<file path="config.mk">
export PLATFORM = sky130hd
export DESIGN_NAME = bnes_div
export DESIGN_NICKNAME = d
export VERILOG_FILES = /design/src/hdl/bistable_network_euler_step_unit_macros.svh /design/src/hdl/bnes_pkg.sv /design/src/hdl/bnes_div.sv
export SDC_FILE = /design/constraint.sdc
export NUM_CORES = 1
export LEC_CHECK = 0
export ABC_AREA = 1
export BUFFER_PORTS_ARGS = -buffer_cell sky130_fd_sc_hd__buf_2
export CAP_MARGIN = 20
export CORE_MARGIN = 4
export CORE_UTILIZATION = 30
export CTS_CLUSTER_DIAMETER = 120
export DETAILED_ROUTE_END_ITERATION = 12
export PLACE_DENSITY = 0.45
export SKIP_LAST_GASP = 1
export SLEW_MARGIN = 10
export SYNTH_ARGS = -nofsm -noshare
export SYNTH_HDL_FRONTEND = slang
export SYNTH_SLANG_ARGS = --single-unit
</file>
<file path="constraint.sdc">
create_clock -name clk_i -period 3.8 [get_ports clk_i]
set_clock_uncertainty 0.05 [all_clocks]
set_input_delay 0.57 -clock clk_i [delete_from_list [all_inputs] [get_ports clk_i]]
set_output_delay 0.57 -clock clk_i [all_outputs]
set_load 0.03 [all_outputs]
</file>
<file path="src/hdl/bistable_network_euler_step_unit_macros.svh">
// ----------------------------------------------------------------------------
// bistable network euler step unit assertion macros
// concurrent check wrappers clocked on clk_i, switchable as a group
// ----------------------------------------------------------------------------
`ifndef BISTABLE_NETWORK_EULER_STEP_UNIT_MACROS_SVH
`define BISTABLE_NETWORK_EULER_STEP_UNIT_MACROS_SVH

`ifndef ASSERT_OFF
// checked outside reset only
`define BNES_ASSERT(lbl, prop, msg) \
  lbl: assert property (@(posedge clk_i) disable iff (!rst_ni) prop) else $error(msg);
// checked at every edge, reset included
`define BNES_ASSERT_ALWAYS(lbl, prop, msg) \
  lbl: assert property (@(posedge clk_i) prop) else $error(msg);
`else
`define BNES_ASSERT(lbl, prop, msg)
`define BNES_ASSERT_ALWAYS(lbl, prop, msg)
`endif

`endif

</file>
<file path="src/hdl/bnes_pkg.sv">
// ----------------------------------------------------------------------------
// bnes_pkg
// shared codes, reset values and helpers of the euler step unit
// ----------------------------------------------------------------------------
package bnes_pkg;

  localparam int FRAC  = 24;
  localparam int ACC_W = 44;

  // request operations
  localparam logic [2:0] OP_WR_STATE = 3'd0;
  localparam logic [2:0] OP_WR_DEG   = 3'd1;
  localparam logic [2:0] OP_WR_NB    = 3'd2;
  localparam logic [2:0] OP_STEP     = 3'd3;
  localparam logic [2:0] OP_RD_STATE = 3'd4;

  // configuration register indexes
  localparam logic [2:0] CFG_NODE_COUNT = 3'd0;
  localparam logic [2:0] CFG_COUPLING   = 3'd1;
  localparam logic [2:0] CFG_TIME_STEP  = 3'd2;
  localparam logic [2:0] CFG_DAMPING    = 3'd3;
  localparam logic [2:0] CFG_GAIN       = 3'd4;
  localparam logic [2:0] CFG_UPPER_KNEE = 3'd5;
  localparam logic [2:0] CFG_LOWER_KNEE = 3'd6;

  // reset values
  localparam logic [6:0]         RST_NODE_COUNT = 7'd64;
  localparam logic signed [31:0] RST_COUPLING   = 32'sd0;
  localparam logic [30:0]        RST_TIME_STEP  = 31'd167772;
  localparam logic signed [31:0] RST_DAMPING    = 32'sd30198989;
  localparam logic signed [31:0] RST_GAIN       = 32'sd50331648;
  localparam logic signed [31:0] RST_UPPER_KNEE = 32'sd16777216;
  localparam logic signed [31:0] RST_LOWER_KNEE = -32'sd16777216;

  // sync well codes
  localparam logic [1:0] SYNC_NONE = 2'd0;
  localparam logic [1:0] SYNC_POS  = 2'd1;
  localparam logic [1:0] SYNC_NEG  = 2'd2;

  typedef struct packed {
    logic busy;
    logic done;
  } bnes_div_st_t;

  function automatic logic signed [31:0] sat32(input logic signed [63:0] v);
    logic signed [31:0] r;
    if (v > 64'sd2147483647) r = 32'sh7fffffff;
    else if (v < -64'sd2147483648) r = 32'sh80000000;
    else r = v[31:0];
    return r;
  endfunction

endpackage

</file>
<file path="src/hdl/bnes_div.sv">
// ----------------------------------------------------------------------------
// bnes_div
// restoring divider, one quotient bit a cycle, truncates toward zero
// ----------------------------------------------------------------------------
module bnes_div import bnes_pkg::*; #(
  parameter int NUM_W = 36,
  parameter int DEN_W = 4
) (
  input  logic                    clk_i,
  input  logic                    rst_ni,
  input  logic                    start_i,
  input  logic signed [NUM_W-1:0] num_i,
  input  logic [DEN_W-1:0]        den_i,
  output bnes_div_st_t            status_o,
  output logic signed [NUM_W-1:0] quot_o
);

  localparam int CW = $clog2(NUM_W + 1);

  logic             busy_q, done_q, neg_q;
  logic [CW-1:0]    cnt_q;
  logic [NUM_W-1:0] mag_q;
  logic [DEN_W:0]   rem_q;
  logic [DEN_W-1:0] den_q;
  logic signed [NUM_W-1:0] quot_q;

  logic [DEN_W:0]   shifted, trial;
  logic             fits;
  logic [NUM_W-1:0] mag_next;

  always_comb begin
    shifted  = {rem_q[DEN_W-1:0], mag_q[NUM_W-1]};
    trial    = shifted - {1'b0, den_q};
    fits     = shifted >= {1'b0, den_q};
    mag_next = {mag_q[NUM_W-2:0], fits};
  end

  always_ff @(posedge clk_i or negedge rst_ni) begin
    if (!rst_ni) begin
      busy_q <= 1'b0;
      done_q <= 1'b0;
      cnt_q  <= '0;
    end else begin
      done_q <= 1'b0;
      if (start_i) begin
        busy_q <= 1'b1;
        cnt_q  <= CW'(NUM_W);
      end else if (busy_q) begin
        cnt_q <= cnt_q - 1'b1;
        if (cnt_q == CW'(1)) begin
          busy_q <= 1'b0;
          done_q <= 1'b1;
        end
      end
    end
  end

  always_ff @(posedge clk_i) begin
    if (start_i) begin
      neg_q <= num_i[NUM_W-1];
      mag_q <= num_i[NUM_W-1] ? NUM_W'(-num_i) : NUM_W'(num_i);
      rem_q <= '0;
      den_q <= den_i;
    end else if (busy_q) begin
      mag_q <= mag_next;
      rem_q <= fits ? trial : shifted;
      if (cnt_q == CW'(1)) begin
        quot_q <= neg_q ? -$signed(mag_next) : $signed(mag_next);
      end
    end
  end

  assign status_o.busy = busy_q;
  assign status_o.done = done_q;
  assign quot_o        = quot_q;

endmodule

</file>
# ---- After elaboration in Yosys (flattened, before gate mapping)
# Index checks and enable logic that the tools add are counted.
dict set report totals {
  ff_bits 89
  inputBits 43
}
dict set report op_classes {
  mux 13
  n_reduce_logical 2
  n_eq_ne 1
  bitwise_logic 1
  order_cmp 1
  n_addsub 4
}
# op count
set ops {}
lappend ops {{2-to-1 mux 36 bit} 4}
lappend ops {{negation 36 bit} 2}
lappend ops {{2-to-1 mux 6 bit} 2}
lappend ops {{== test 6 x 1 -> 1 bit (second input constant)} 1}
lappend ops {{2-to-1 mux 1 bit} 6}
lappend ops {{subtractor 6 x 1 -> 6 bit (second input constant)} 1}
lappend ops {{greater-or-equal comparator 5 x 4 -> 1 bit} 1}
lappend ops {{2-to-1 mux 4 bit} 1}
lappend ops {{subtractor 4 bit} 1}
lappend ops {{AND reduction 3 bit} 1}
lappend ops {{nonzero test 2 bit} 1}
lappend ops {{NOT 1 bit} 1}

# ---- Longest topological paths before layout
# Gate-level depths: netlist of run 1.
dict set report depth {
  word_depth 4
  depth_mapped 18
}

# ---- Least setup slack after synthesis of run 1
# OpenSTA, ideal clock, no wires.
dict set report synth_timing {
  kind {in2reg}
  start {input port start_i}
  end {register quot_q[0] (netlist: quot_o[0]), enable pin}
  path_slack_ns 0.984
  path_stages 3
  setup_time_ns 0.429
  t_arrival_ns 2.337
  path_buffers 0
  path_cell_list {clkinv_1 > nand4_1 > nor2_1}
}
dict set report synth_via {
  elab_chain_cells 2
}
# element line_no
set synth_rtl {}
lappend synth_rtl {{start: declaration} bnes_div.sv:11} ;# input logic start_i,
lappend synth_rtl {{NOT 1 bit (no line)} -}
lappend synth_rtl {{AND reduction 3 bit (no line)} -}
lappend synth_rtl {{end signal: assignment} bnes_div.sv:68} ;# quot_q <= neg_q ? -$signed(mag_next) : $signed(mag_next);
lappend synth_rtl {{end: declaration} bnes_div.sv:25} ;# logic signed [NUM_W-1:0] quot_q;
# Every way passes these cells.
# A chain may end at the register's enable or synchronous reset.

# ---- Worst setup path in the final report of run 1
dict set report layout_timing {
  start {register den_q[1]}
  end {register quot_q[26] (netlist: quot_o[26]) (data pin)}
}
dict set report layout_via {
  elab_chain_cells 3
}
# element line_no
set layout_rtl {}
lappend layout_rtl {{start: declaration} bnes_div.sv:24} ;# logic [DEN_W-1:0] den_q;
lappend layout_rtl {{start signal: assignment} bnes_div.sv:63} ;# den_q <= den_i;
lappend layout_rtl {{greater-or-equal comparator 5 x 4 -> 1 bit} bnes_div.sv:34} ;# fits = shifted >= {1'b0, den_q};
lappend layout_rtl {{negation 36 bit} bnes_div.sv:68}
lappend layout_rtl {{2-to-1 mux 36 bit} bnes_div.sv:68}
# Every way passes these cells.

==> metrics.json, run 1 <==
{
  "floorplan": {
    "die_h_um": 146,
    "design.core.area_sq_um": 18800,
    "die-width_um": 146,
    "start_util": 0.306,
    "io_pins": 81,
    "fp.dieArea_sq_um": 21400,
    "cell_row_count": 50
  },
  "timing": {
    "timing.final.setup_violations": 0,
    "finalHoldWorstSlack_ns": 0.341,
    "worst_relative_slew_slack": 0.586,
    "timing_worst_slew_pin_value_ns": 0.620,
    "finalCritPeriodShare": 0.700,
    "period_needed_ns": 2.66,
    "achievable-frequency_mhz": 376,
    "setup-tns-final_ns": 0,
    "slew_viol_final": 0,
    "rsz0062_at_grt": "false",
    "final_hold_viol_count": 0
  },
  "worst_setup_path": {
    "timing.critical_path.slowest_cell_delay_ns": 0.41,
    "reg2reg_from": "den_q[1]",
    "cp_max_fo": 11,
    "crit_path_cell_trace": "inv_1, ha_1, nand2_2, clkinv_2, nand2_2, nand2_2, nand2_4, nand2_4, inv_2, ha_1, nand3_2, nor2_4, nand3_2, o21ai_4, nand2_1, xor2_1",
    "crit_required_ns": 3.84,
    "cpMostUsedCell": "sky130_fd_sc_hd__nand2_2",
    "worstSetupStartpoint": "den_q[1]",
    "cpMaxStageDelayCell": "sky130_fd_sc_hd__edfxtp_1",
    "critical_path_source_type": "register",
    "timing.setup.critical_path_class": "register to register",
    "setup.worst_path.end_class": "register",
    "timing.critical_path.arrival_ns": 2.70
  },
  "final_layout": {
    "syn2layout_area_growth_pct": 16.2,
    "design.final.nets": 847,
    "post_route_cells_drive_above_1_share": 0.194,
    "num-fill-cells": 1958,
    "layout.cell_area.non_filler_sq_um": 6680,
    "diodes": 0,
    "most-common-layout-cells": "sky130_fd_sc_hd__nand2_1 (171), sky130_fd_sc_hd__buf_2 (80), sky130_fd_sc_hd__nand3_1 (78), sky130_fd_sc_hd__nor2_1 (78), sky130_fd_sc_hd__edfxtp_1 (77)",
    "ff_latch_area_sq_um": 2590,
    "multi_input_comb_area_sq_um": 2740,
    "layout.cells.most_common": "sky130_fd_sc_hd__nand2_1"
  },
  "job": {
    "cap_violations": 0
  },
  "pwr": {
    "power_per_cell_area_nw_per_um2": 422,
    "max-vdd-ir-drop_v": 0.000152,
    "p_leak_nw": 2.86
  },
  "synthesis": {
    "seq_area_frac_synth": 0.451,
    "syn_inst": 717,
    "synth.ff_latch_count": 89,
    "yosys_most_used_dff": "sky130_fd_sc_hd__edfxtp_1",
    "synthesis.area_per_instance_sq_um": 8.01,
    "synth_edf_count": 77,
    "synth_area_sq_um": 5750,
    "post_synth_num_cell_types": 38,
    "postSynthNetCount": 769,
    "async_s_r_ff_share_synth": 0.0899,
    "synth.yosys.warnings": 0
  },
  "drt": {
    "drc": 0,
    "drt_pre_antenna_iters": 5,
    "routedWlPerCell_um": 14.9,
    "postRouteAntennaNets": 0,
    "finalWirelength_um": 15400,
    "iter_0_drt_violations": 268,
    "detail_route.vias_per_cell": 4.77,
    "vias": 4928
  },
  "placement": {
    "final_weighted_congestion_of_routability_driven_global_placement": 0.879,
    "port-buffer-count": 80,
    "placedInstanceArea_sq_um": 6390,
    "post-dp-hpwl_um": 12200
  },
  "clock_network": {
    "tritoncts": "yes",
    "clock_tree.buffer_depth": 2,
    "tritoncts_num_sinks": 89,
    "cts_post_setup_buffers_inserted": 0,
    "clkTransAtPathRegs_ns": 0.07,
    "cts_max_level": 3,
    "cts-root-buf": "sky130_fd_sc_hd__clkbuf_16",
    "post_cts_resized": 0,
    "worstSkewPairLatency_ns": 0.35,
    "numCtsBuffers": 9
  },
  "grt": {
    "grt_pass1_wl_um": 24900,
    "grt_pass1_vias": 4728,
    "grt_antenna_before_repair": 0,
    "grt_util_all_layers": 0.146,
    "grt_residual_overflow": 0,
    "grt_max_degree": 43
  },
  "worst_hold_path": {
    "hp-class": "input pin to register",
    "hold_start": "den_i[2]"
  },
  "run_status": {
    "outcome": "finished clean"
  }
}
[critical path, delay by kind of cell, from the launching register on]
| kind | cells | cell delay, ns |
|---|---|---|
| AO/OA/AOI/OAI | 1 | 0.17 |
| XOR/XNOR | 1 | 0.15 |
| adder cells (fa/ha/maj) | 2 | 0.42 |
| buffers and inverters | 3 | 0.24 |
| flip-flops | 1 | 0.41 |
| AND/OR/NAND/NOR | 9 | 0.96 |
[registers in the layout, summed over array words and instances (netlist names)]
name / count
quot_o: 36
neg_q: 1
rem_q: 4
cnt_q: 6
mag_q: 36
busy_q: 1
done_q: 1
den_q: 4
[cells by family after synthesis]
logic type,after synthesis,synth area share
adders and majority gates,9,0.0209
AOI/OAI and AO/OA,83,0.0821
DFF,89,0.451
xor gates and xnor gates,38,0.0579
buffers and inverters,105,0.0736
and+or+nand+nor,393,0.314
[cell type report]
cell class | instances | share of cell area
Sequential cell | 89 | 0.388
Multi-Input combinational cell | 523 | 0.410
Tap cell | 234 | 0.0439
Inverter | 85 | 0.0480
Clock inverter | 7 | 0.00769
Timing Repair Buffer | 87 | 0.0682
Clock buffer | 9 | 0.0337
[metal layers]
metal / vias up / GRT usage / wire [um]
li1: 2528 / - / -
met1: 2259 / 0.217 / 8000
met2: 127 / 0.213 / 6460
met3: 14 / 0.0261 / 758
met4: 0 / 0.0466 / 207
met5: - / 0 / 0
[worst paths after layout]
| kind | slack (ns) | end | depth (start not counted) |
|---|---|---|---|
| max | 1.14 | quot_o[26] | 16 |
| min | 0.34 | den_q[2] | 1 |
| max reg2reg | 1.14 | quot_o[26] | 16 |
| min reg2reg | 0.43 | rem_q[1] | 2 |
| max in group asynchronous | 3.00 | cnt_q[1] | 2 |
| min in group asynchronous | 0.53 | cnt_q[5] | 2 |
[synth_stat cells (6+ instances only)]
library cell               number  area [sq um]
sky130_fd_sc_hd__edfxtp_1      77          2310
sky130_fd_sc_hd__xnor2_1        8          70.1
sky130_fd_sc_hd__nand3_1       78           390
sky130_fd_sc_hd__nand2_1      171           642
sky130_fd_sc_hd__dfrtp_1        8           200
sky130_fd_sc_hd__a21oi_1        7          35.0
sky130_fd_sc_hd__buf_2          7          35.0
sky130_fd_sc_hd__nor2_2        10          62.6
sky130_fd_sc_hd__nor2_1        79           297
sky130_fd_sc_hd__ha_1           8           100
sky130_fd_sc_hd__inv_1         76           285
sky130_fd_sc_hd__nand4_1       16           100
sky130_fd_sc_hd__nand2_2       12          75.1
sky130_fd_sc_hd__clkbuf_1       9          33.8
sky130_fd_sc_hd__inv_2          6          22.5
sky130_fd_sc_hd__nor3_1         8          40.0
sky130_fd_sc_hd__o21ai_0       34           170
sky130_fd_sc_hd__nor2_4         8          90.1
sky130_fd_sc_hd__o21ai_1       25           125
sky130_fd_sc_hd__xor2_1        30           263
[power breakdown]
group	internal (mW)	switching [mW]	leakage (nW)	total, mW
registers	1.18	0.0912	0.894	1.27
logic	0.248	0.455	1.83	0.703
clock network	0.448	0.389	0.140	0.837
[metrics by stage]
step,instances,power (mW),setup WS (ns),util
after floorplan,717,1.82,0.984,-
after global placement,1017,1.99,1.21,0.340
after detailed placement,1017,2.00,1.14,0.340
after CTS,1034,2.85,1.11,0.356
after global routing,1034,2.99,0.917,0.356
final,1034,2.81,1.14,0.356
[what timing repair did]
item | in CTS | in global routing
setup endpoints to repair | 0 | 0
hold buffers | 1 | 0
endpoints found under the hold margin | 8 | 0
Note: power is estimated with default switching activity, not from simulation.
==> run 2, diff against run 1 <==
--- a/config.mk
+++ b/config.mk
@@ -12,7 +12,7 @@
 export CORE_UTILIZATION = 30
 export CTS_CLUSTER_DIAMETER = 120
 export DETAILED_ROUTE_END_ITERATION = 12
-export PLACE_DENSITY = 0.45
+export PLACE_DENSITY = 0.47
 export SKIP_LAST_GASP = 1
 export SLEW_MARGIN = 10
 export SYNTH_ARGS = -nofsm -noshare
==> constraint.sdc (replaced) <==
create_clock -name clk_i -period 2.4 [get_ports clk_i]
set_clock_uncertainty 0.05 [all_clocks]
set_input_delay 0.36 -clock clk_i [delete_from_list [all_inputs] [get_ports clk_i]]
set_output_delay 0.36 -clock clk_i [all_outputs]
set_load 0.03 [all_outputs]
==> run 2 against run 1 <==
  * Sequential share of layout area fell by 1.5 points
  * Critical path depth rose by 1
  * Clock-buffer cell count rose by 3
  * First-iteration DRC count rose by 3.4%
  * Flip-flop and latch count did not move
  * Clock power rose by 65%
  * Final cell count rose by 1.7%
  * Combinational power rose by 85%
  * Register-to-register slack got worse by 1.1 ns
  * Die area did not move
  * Cell area rose by 3.9%
  * Critical endpoint is now quot_o[24]
==> metrics.json, run 2 (synthesis results as in run 1) <==
{
  "run_status": {
    "outcome": {"value": "finished clean", "change": "unchanged"}
  },
  "timing": {
    "slew_viol_final": {"value": 0, "change": "unchanged"},
    "period_needed": {"value": 2.31, "unit": "ns", "change": "was 2.66 ns"},
    "worst_relative_slew_slack": {"value": 0.664, "change": "was 0.586"},
    "timing_worst_slew_pin_value": {"value": 0.499, "unit": "ns", "change": "was 0.620 ns"},
    "finalHoldWorstSlack": {"value": 0.139, "unit": "ns", "change": "was 0.341 ns"},
    "final_hold_viol_count": {"value": 0, "change": "unchanged"},
    "timing.final.setup_violations": {"value": 0, "change": "unchanged"},
    "finalCritPeriodShare": {"value": 0.963, "change": "was 0.700"},
    "rsz0062_at_grt": {"value": "true", "change": "was false"},
    "achievable-frequency": {"value": 433, "unit": "MHz", "change": "was 376 MHz"}
  },
  "worst_setup_path": {
    "timing.critical_path.buf_inv": {"value": 4, "change": "was 3"},
    "critical_path_depth": {"value": 17, "change": "was 16"},
    "cpMaxStageDelayCell": {"value": "sky130_fd_sc_hd__edfxtp_1", "change": "unchanged"},
    "worstReg2RegEnd": {"value": "quot_o[24]", "change": "was quot_o[26]"},
    "timing.critical_path.to": {"value": "quot_o[24]", "change": "was quot_o[26]"},
    "worstSetupStartpoint": {"value": "den_q[1]", "change": "unchanged"},
    "worst_path_dominant_cell_family": {"value": "simple AND/OR/NAND/NOR gates", "change": "unchanged"},
    "timing.setup.critical_path_class": {"value": "register to register", "change": "unchanged"},
    "crit_path_cell_trace": {"value": "inv_1, ha_4, nand2_2, clkinv_2, nand2_2, nand2_2, nand2_4, nand2_4, inv_4, ha_4, nand3_4, nor2_4, buf_4, nand3_1, xor2_1, nand2_1, o21ai_0", "change": "was inv_1, ha_1, nand2_2, clkinv_2, nand2_2, nand2_2, nand2_4, nand2_4, inv_2, ha_1, nand3_2, nor2_4, nand3_2, o21ai_4, nand2_1, xor2_1"},
    "setup.worst_path.end_class": {"value": "register", "change": "unchanged"},
    "cpMostUsedCell": {"value": "sky130_fd_sc_hd__nand2_2", "change": "unchanged"},
    "crit_required": {"value": 2.43, "unit": "ns", "change": "was 3.84 ns"},
    "setup.reg_to_reg.worst_slack": {"value": 0.09, "unit": "ns", "change": "was 1.14 ns"},
    "cp_max_fo": {"value": 4, "change": "was 11"},
    "timing.critical_path.arrival": {"value": 2.35, "unit": "ns", "change": "was 2.70 ns"},
    "timing.critical_path.slowest_cell_delay": {"value": 0.38, "unit": "ns", "change": "was 0.41 ns"},
    "reg2reg_from": {"value": "den_q[1]", "change": "unchanged"},
    "reg2reg_depth": {"value": 17, "change": "was 16"},
    "critical_path_source_type": {"value": "register", "change": "unchanged"}
  },
  "clock_network": {
    "tritoncts_num_sinks": {"value": 89, "change": "unchanged"},
    "cts_max_level": {"value": 3, "change": "unchanged"},
    "tritoncts": {"value": "yes", "change": "unchanged"},
    "clkTransAtPathRegs": {"value": 0.06, "unit": "ns", "change": "was 0.07 ns"},
    "cts-root-buf": {"value": "sky130_fd_sc_hd__clkbuf_16", "change": "unchanged"},
    "clock_tree.buffer_depth": {"value": 2, "change": "unchanged"},
    "numCtsBuffers": {"value": 9, "change": "unchanged"},
    "worstSkewPairLatency": {"value": 0.35, "unit": "ns", "change": "about the same"}
  },
  "floorplan": {
    "design.core.area": {"value": 18800, "unit": "sq um", "change": "unchanged"},
    "die_h": {"value": 146, "unit": "um", "change": "unchanged"},
    "start_util": {"value": 0.306, "change": "unchanged"},
    "cell_row_count": {"value": 50, "change": "unchanged"},
    "fp.dieArea": {"value": 21400, "unit": "sq um", "change": "unchanged"},
    "io_pins": {"value": 81, "change": "unchanged"},
    "die-width": {"value": 146, "unit": "um", "change": "unchanged"}
  },
  "final_layout": {
    "post_route_cells_drive_above_1_share": {"value": 0.224, "change": "was 0.194"},
    "layout.cells.most_common": {"value": "sky130_fd_sc_hd__nand2_1", "change": "unchanged"},
    "post_route_core_utilization": {"value": 0.370, "change": "was 0.356"},
    "diodes": {"value": 0, "change": "unchanged"},
    "layout.cell_area.non_filler": {"value": 6940, "unit": "sq um", "change": "was 6680 sq um"},
    "most-common-layout-cells": {"value": "sky130_fd_sc_hd__nand2_1 (167), sky130_fd_sc_hd__buf_2 (80), sky130_fd_sc_hd__nand3_1 (77), sky130_fd_sc_hd__nor2_1 (77), sky130_fd_sc_hd__edfxtp_1 (77)", "change": "was sky130_fd_sc_hd__nand2_1 (171), sky130_fd_sc_hd__buf_2 (80), sky130_fd_sc_hd__nand3_1 (78), sky130_fd_sc_hd__nor2_1 (78), sky130_fd_sc_hd__edfxtp_1 (77)"},
    "syn2layout_area_growth": {"value": 20.7, "unit": "%", "change": "was 16.2%"},
    "design.final.nets": {"value": 865, "change": "was 847"}
  },
  "placement": {
    "placedInstanceArea": {"value": 6520, "unit": "sq um", "change": "was 6390 sq um"},
    "post-dp-hpwl": {"value": 12200, "unit": "um", "change": "about the same"},
    "port-buffer-count": {"value": 80, "change": "unchanged"},
    "final_weighted_congestion_of_routability_driven_global_placement": {"value": 0.865, "change": "was 0.879"}
  },
  "grt": {
    "grt_pass1_vias": {"value": 4591, "change": "was 4728"},
    "grt_antenna_before_repair": {"value": 0, "change": "unchanged"},
    "grt_max_degree": {"value": 43, "change": "unchanged"},
    "grt_residual_overflow": {"value": 0, "change": "unchanged"},
    "grt_util_all_layers": {"value": 0.146, "change": "about the same"},
    "grt_pass1_wl": {"value": 24800, "unit": "um", "change": "was 24900 um"}
  },
  "drt": {
    "finalWirelength": {"value": 15300, "unit": "um", "change": "was 15400 um"},
    "iter_0_drt_violations": {"value": 277, "change": "was 268"},
    "drt_pre_antenna_iters": {"value": 5, "change": "unchanged"},
    "routedWlPerCell": {"value": 14.6, "unit": "um", "change": "was 14.9 um"},
    "drc": {"value": 0, "change": "unchanged"},
    "vias": {"value": 4866, "change": "was 4928"},
    "postRouteAntennaNets": {"value": 0, "change": "unchanged"},
    "detail_route.vias_per_cell": {"value": 4.63, "change": "was 4.77"}
  },
  "pwr": {
    "p_leak": {"value": 2.97, "unit": "nW", "change": "was 2.86 nW"},
    "max-vdd-ir-drop": {"value": 0.000262, "unit": "V", "change": "was 0.000152 V"},
    "power_per_cell_area": {"value": 677, "unit": "nW/um^2", "change": "was 422 nW/um^2"}
  },
  "worst_hold_path": {
    "hp-class": {"value": "input pin to register", "change": "unchanged"}
  },
  "job": {
    "cap_violations": {"value": 0, "change": "unchanged"}
  }
}
-- run 2: cell type report --
type | instances | area [sq um]
fill | 1979 | 11800
multi-input combinational | 523 | 2810
sequential | 89 | 2590
timing repair buffer | 105 | 628
inverter | 85 | 323
tap | 234 | 293
clock buffer | 12 | 268
clock inverter | 4 | 23.8
-- run 2: through the flow --
stage,total power [mW],worst slack (ns),instances,setup TNS (ns)
detailed placement,3.27,-0.0413,1030,-0.0645
CTS,4.69,0.0208,1048,0
global placement,3.26,-0.00165,1030,-0.00165
finish,4.70,0.0883,1052,0
floorplan,2.88,0.0544,717,0
global route,5.00,-0.0948,1052,-0.304
-- run 2: what timing repair did --
| item | 4_1_cts | 5_1_grt |
|---|---|---|
| hold buffers | 1 | 0 |
| pin swaps | 4 | 11 |
| buffers inserted | 1 | 4 |
| resized for setup | 3 | 12 |
| hold endpoints to repair | 8 | 0 |
| endpoints found under the setup margin | 5 | 13 |
| cloned | 0 | 0 |
-- run 2: per-layer routing --
layer	wire, um	vias to the layer above	global-route usage
met5	0	-	0
met4	188	0	0.0414
met3	536	11	0.0286
met2	6340	94	0.207
met1	8260	2195	0.224
li1	-	2566	-
-- run 2: worst min-delay path by stage --
stage | to | from | slack, ns | depth (start not counted)
3_3_place_gp | cnt_q[5] | rst_ni | 0.17 | 1
2_1_floorplan | busy_q | rst_ni | 0.01 | 0
4_1_cts | den_q[1] | den_i[1] | 0.12 | 1
5_1_grt | den_q[1] | den_i[1] | 0.13 | 1
3_5_place_dp | done_q | rst_ni | 0.17 | 1
6_report | den_q[3] | den_i[3] | 0.14 | 1
-- run 2: worst reg2reg max path: stages, from the launching register on --
cell and delay [ns]:
sky130_fd_sc_hd__edfxtp_1 0.38, sky130_fd_sc_hd__inv_1 0.10, sky130_fd_sc_hd__ha_4 0.20, sky130_fd_sc_hd__nand2_2 0.06, sky130_fd_sc_hd__clkinv_2 0.05, sky130_fd_sc_hd__nand2_2 0.05, sky130_fd_sc_hd__nand2_2 0.06, sky130_fd_sc_hd__nand2_4 0.07
sky130_fd_sc_hd__nand2_4 0.05, sky130_fd_sc_hd__inv_4 0.06, sky130_fd_sc_hd__ha_4 0.13, sky130_fd_sc_hd__nand3_4 0.09, sky130_fd_sc_hd__nor2_4 0.17, sky130_fd_sc_hd__buf_4 0.14, sky130_fd_sc_hd__nand3_1 0.09, sky130_fd_sc_hd__xor2_1 0.16
sky130_fd_sc_hd__nand2_1 0.05, sky130_fd_sc_hd__o21ai_0 0.08
-- run 2: power breakdown --
group	leakage (nW)	switching (mW)	internal (mW)
clock network	0.144	0.588	0.790
registers	0.894	0.148	1.87
logic	1.93	0.773	0.525
==> run 3, diff against run 2 <==
--- a/config.mk
+++ b/config.mk
@@ -12,7 +12,8 @@
 export CORE_UTILIZATION = 30
 export CTS_CLUSTER_DIAMETER = 120
 export DETAILED_ROUTE_END_ITERATION = 12
-export PLACE_DENSITY = 0.47
+export PLACE_DENSITY = 0.45
+export REMOVE_ABC_BUFFERS = 1
 export SKIP_LAST_GASP = 1
 export SLEW_MARGIN = 10
 export SYNTH_ARGS = -nofsm -noshare
==> constraint.sdc (replaced) <==
create_clock -name clk_i -period 2.95 [get_ports clk_i]
set_clock_uncertainty 0.05 [all_clocks]
set_input_delay 0.4425 -clock clk_i [delete_from_list [all_inputs] [get_ports clk_i]]
set_output_delay 0.4425 -clock clk_i [all_outputs]
set_load 0.03 [all_outputs]
==> run 3 against run 2 <==
  * Wire length up 3.3%
  * Critical endpoint is now quot_o[26]
  * Core utilization down 0.98 points
  * Maximum frequency down 13%
  * Cell area down 2.7%
  * Sequential share of layout area up 1.0 points
  * Largest cell class unchanged
  * Final cell count down 1.6%
  * Non-clock buffer count down 17
  * Global-route usage up 0.24 points
  * Register-to-register slack better by 0.21 ns
  * Setup slack better by 0.21 ns
  * Highest routed layer unchanged
==> metrics.json, run 3 (synthesis results as in run 1) <==
{
  "run_status": {
    "outcome": {"value": "finished clean", "change": "unchanged"}
  },
  "final_layout": {
    "ff_latch_area": {"value": 2590, "unit": "sq um", "change": "unchanged"},
    "diodes": {"value": 0, "change": "unchanged"},
    "instances_no_fill": {"value": 1035, "change": "was 1052"},
    "syn2layout_area_growth": {"value": 17.5, "unit": "%", "change": "was 20.7%"},
    "most-common-layout-cells": {"value": "sky130_fd_sc_hd__nand2_1 (171), sky130_fd_sc_hd__buf_2 (80), sky130_fd_sc_hd__nand3_1 (78), sky130_fd_sc_hd__nor2_1 (78), sky130_fd_sc_hd__edfxtp_1 (77)", "change": "was sky130_fd_sc_hd__nand2_1 (167), sky130_fd_sc_hd__buf_2 (80), sky130_fd_sc_hd__nand3_1 (77), sky130_fd_sc_hd__nor2_1 (77), sky130_fd_sc_hd__edfxtp_1 (77)"},
    "design.final.nets": {"value": 848, "change": "was 865"},
    "post_route_cells_drive_above_1_share": {"value": 0.195, "change": "was 0.224"},
    "multi_input_comb_area": {"value": 2740, "unit": "sq um", "change": "was 2810 sq um"},
    "num-fill-cells": {"value": 1969, "change": "was 1979"},
    "layout.cells.most_common": {"value": "sky130_fd_sc_hd__nand2_1", "change": "unchanged"}
  },
  "timing": {
    "worst_relative_slew_slack": {"value": 0.692, "change": "was 0.664"},
    "final_hold_viol_count": {"value": 0, "change": "unchanged"},
    "rsz0062_at_grt": {"value": "false", "change": "was true"},
    "timing.final.setup_violations": {"value": 0, "change": "unchanged"},
    "setup-tns-final": {"value": 0, "unit": "ns", "change": "unchanged"},
    "achievable-frequency": {"value": 377, "unit": "MHz", "change": "was 433 MHz"},
    "finalHoldWorstSlack": {"value": 0.214, "unit": "ns", "change": "was 0.139 ns"},
    "finalCritPeriodShare": {"value": 0.900, "change": "was 0.963"},
    "timing_worst_slew_pin_value": {"value": 0.461, "unit": "ns", "change": "was 0.499 ns"},
    "final_worst_slack": {"value": 0.295, "unit": "ns", "change": "was 0.0883 ns"},
    "slew_viol_final": {"value": 0, "change": "unchanged"},
    "period_needed": {"value": 2.65, "unit": "ns", "change": "was 2.31 ns"}
  },
  "clock_network": {
    "cts_max_level": {"value": 3, "change": "unchanged"},
    "clkTransAtPathRegs": {"value": 0.07, "unit": "ns", "change": "was 0.06 ns"},
    "tritoncts": {"value": "yes", "change": "unchanged"},
    "cts-root-buf": {"value": "sky130_fd_sc_hd__clkbuf_16", "change": "unchanged"},
    "tritoncts_num_sinks": {"value": 89, "change": "unchanged"},
    "numCtsBuffers": {"value": 9, "change": "unchanged"},
    "worstSkewPairLatency": {"value": 0.35, "unit": "ns", "change": "about the same"},
    "clock_tree.buffer_depth": {"value": 2, "change": "unchanged"},
    "cts_post_setup_buffers_inserted": {"value": 0, "change": "was 1"}
  },
  "grt": {
    "grt_max_degree": {"value": 43, "change": "unchanged"},
    "grt_antenna_before_repair": {"value": 0, "change": "unchanged"},
    "grt_pass1_vias": {"value": 4770, "change": "was 4591"},
    "grt_residual_overflow": {"value": 0, "change": "unchanged"},
    "grt_pass1_wl": {"value": 25300, "unit": "um", "change": "was 24800 um"},
    "grt_util_all_layers": {"value": 0.149, "change": "was 0.146"}
  },
  "floorplan": {
    "die_h": {"value": 146, "unit": "um", "change": "unchanged"},
    "design.core.area": {"value": 18800, "unit": "sq um", "change": "unchanged"},
    "fp.dieArea": {"value": 21400, "unit": "sq um", "change": "unchanged"},
    "die-width": {"value": 146, "unit": "um", "change": "unchanged"},
    "io_pins": {"value": 81, "change": "unchanged"},
    "start_util": {"value": 0.306, "change": "unchanged"},
    "cell_row_count": {"value": 50, "change": "unchanged"}
  },
  "drt": {
    "met2_wirelength": {"value": 6510, "unit": "um", "change": "was 6340 um"},
    "wl_met3": {"value": 608, "unit": "um", "change": "was 536 um"},
    "finalWirelength": {"value": 15800, "unit": "um", "change": "was 15300 um"},
    "routedWlPerCell": {"value": 15.3, "unit": "um", "change": "was 14.6 um"},
    "route.top_layer_used": {"value": "met4", "change": "unchanged"},
    "drc": {"value": 0, "change": "unchanged"},
    "detail_route.vias_per_cell": {"value": 4.65, "change": "was 4.63"},
    "wire_length_on_met1": {"value": 8400, "unit": "um", "change": "was 8260 um"},
    "vias": {"value": 4816, "change": "was 4866"},
    "drt_pre_antenna_iters": {"value": 6, "change": "was 5"},
    "iter_0_drt_violations": {"value": 282, "change": "was 277"},
    "postRouteAntennaNets": {"value": 0, "change": "unchanged"}
  },
  "placement": {
    "port-buffer-count": {"value": 80, "change": "unchanged"},
    "dp_cells": {"value": 1018, "change": "was 1030"},
    "post-dp-hpwl": {"value": 12600, "unit": "um", "change": "was 12200 um"},
    "detailedPlace.worstSlack": {"value": 0.285, "unit": "ns", "change": "was -0.0413 ns"},
    "final_weighted_congestion_of_routability_driven_global_placement": {"value": 0.921, "change": "was 0.865"}
  },
  "worst_setup_path": {
    "cpMostUsedCell": {"value": "sky130_fd_sc_hd__nand2_2", "change": "unchanged"},
    "crit_path_cell_trace": {"value": "inv_1, ha_1, nand2_2, clkinv_2, nand2_2, nand2_2, nand2_4, nand2_4, inv_2, ha_1, nand3_2, nor2_4, nand3_2, o21ai_4, nand2_1, xor2_1", "change": "was inv_1, ha_4, nand2_2, clkinv_2, nand2_2, nand2_2, nand2_4, nand2_4, inv_4, ha_4, nand3_4, nor2_4, buf_4, nand3_1, xor2_1, nand2_1, o21ai_0"},
    "reg2reg_from": {"value": "den_q[1]", "change": "unchanged"},
    "worstSetupStartpoint": {"value": "den_q[1]", "change": "unchanged"},
    "critical_path_source_type": {"value": "register", "change": "unchanged"},
    "timing.setup.critical_path_class": {"value": "register to register", "change": "unchanged"},
    "timing.critical_path.slowest_cell_delay": {"value": 0.42, "unit": "ns", "change": "was 0.38 ns"},
    "crit_required": {"value": 3.00, "unit": "ns", "change": "was 2.43 ns"},
    "worst_path_dominant_cell_family": {"value": "simple AND/OR/NAND/NOR gates", "change": "unchanged"},
    "timing.critical_path.buf_inv": {"value": 3, "change": "was 4"},
    "cpMaxStageDelayCell": {"value": "sky130_fd_sc_hd__edfxtp_1", "change": "unchanged"},
    "timing.critical_path.arrival": {"value": 2.70, "unit": "ns", "change": "was 2.35 ns"},
    "setup.worst_path.end_class": {"value": "register", "change": "unchanged"},
    "cp_max_fo": {"value": 11, "change": "was 4"}
  },
  "worst_hold_path": {
    "hold_start": {"value": "den_i[1]", "change": "was den_i[3]"},
    "hp-class": {"value": "input pin to register", "change": "unchanged"}
  },
  "pwr": {
    "max-vdd-ir-drop": {"value": 0.000253, "unit": "V", "change": "was 0.000262 V"},
    "power_per_cell_area": {"value": 560, "unit": "nW/um^2", "change": "was 677 nW/um^2"},
    "design_power_total": {"value": 3.78, "unit": "mW", "change": "was 4.70 mW"},
    "p_leak": {"value": 2.90, "unit": "nW", "change": "was 2.97 nW"}
  },
  "job": {
    "cap_violations": {"value": 0, "change": "unchanged"}
  }
}
run 3: cell count changes in the layout (fill, tap and decap cells not counted), moves of 3 or more:
cell                      before  now
sky130_fd_sc_hd__buf_4        21    6
sky130_fd_sc_hd__nand2_1     167  171
sky130_fd_sc_hd__nand2_2      16   12
sky130_fd_sc_hd__ha_1          5    8
sky130_fd_sc_hd__ha_4          3    0
sky130_fd_sc_hd__inv_6         0    3
run 3: timing repair:
action / in CTS / in global routing
hold buffers: 1 / 0
gates resized for setup: 0 / 0
endpoints found under the hold margin: 8 / 0
run 3: layout make-up:
cell class / count / area share
Multi-Input combinational cell: 523 / 0.405
Sequential cell: 89 / 0.384
Clock buffer: 12 / 0.0445
Inverter: 85 / 0.0474
Clock inverter: 4 / 0.00482
Tap cell: 234 / 0.0434
Timing Repair Buffer: 88 / 0.0704
run 3: layer usage:
metal / vias to the layer above / track usage
li1: 2533 / -
met1: 2153 / 0.222
met2: 111 / 0.213
met3: 19 / 0.0289
met4: 0 / 0.0522
met5: - / 0
run 3: final timing paths:
| kind | to | slack (ns) | depth (start not counted) |
|---|---|---|---|
| max in group asynchronous | cnt_q[0] | 2.29 | 2 |
| worst max register to register | quot_o[26] | 0.30 | 16 |
| worst max-delay path | quot_o[26] | 0.30 | 16 |
| min in group asynchronous | cnt_q[2] | 0.40 | 2 |
| worst min-delay path | den_q[1] | 0.21 | 1 |
| worst min register to register | rem_q[1] | 0.45 | 2 |
run 3: where the power goes:
part | leakage, nW | switching, mW | internal [mW] | total, mW
Combinational | 1.84 | 0.586 | 0.321 | 0.907
Clock | 0.166 | 0.493 | 0.734 | 1.23
Sequential | 0.894 | 0.122 | 1.52 | 1.65
Total | 2.90 | 1.20 | 2.58 | 3.78
run 3: metrics by stage:
step                      instance area (sq um)   util
after floorplan                            5640      -
after global placement                     6410  0.341
after detailed placement                   6410  0.341
after CTS                                  6750  0.360
after global routing                       6750  0.360
final                                      6750  0.360
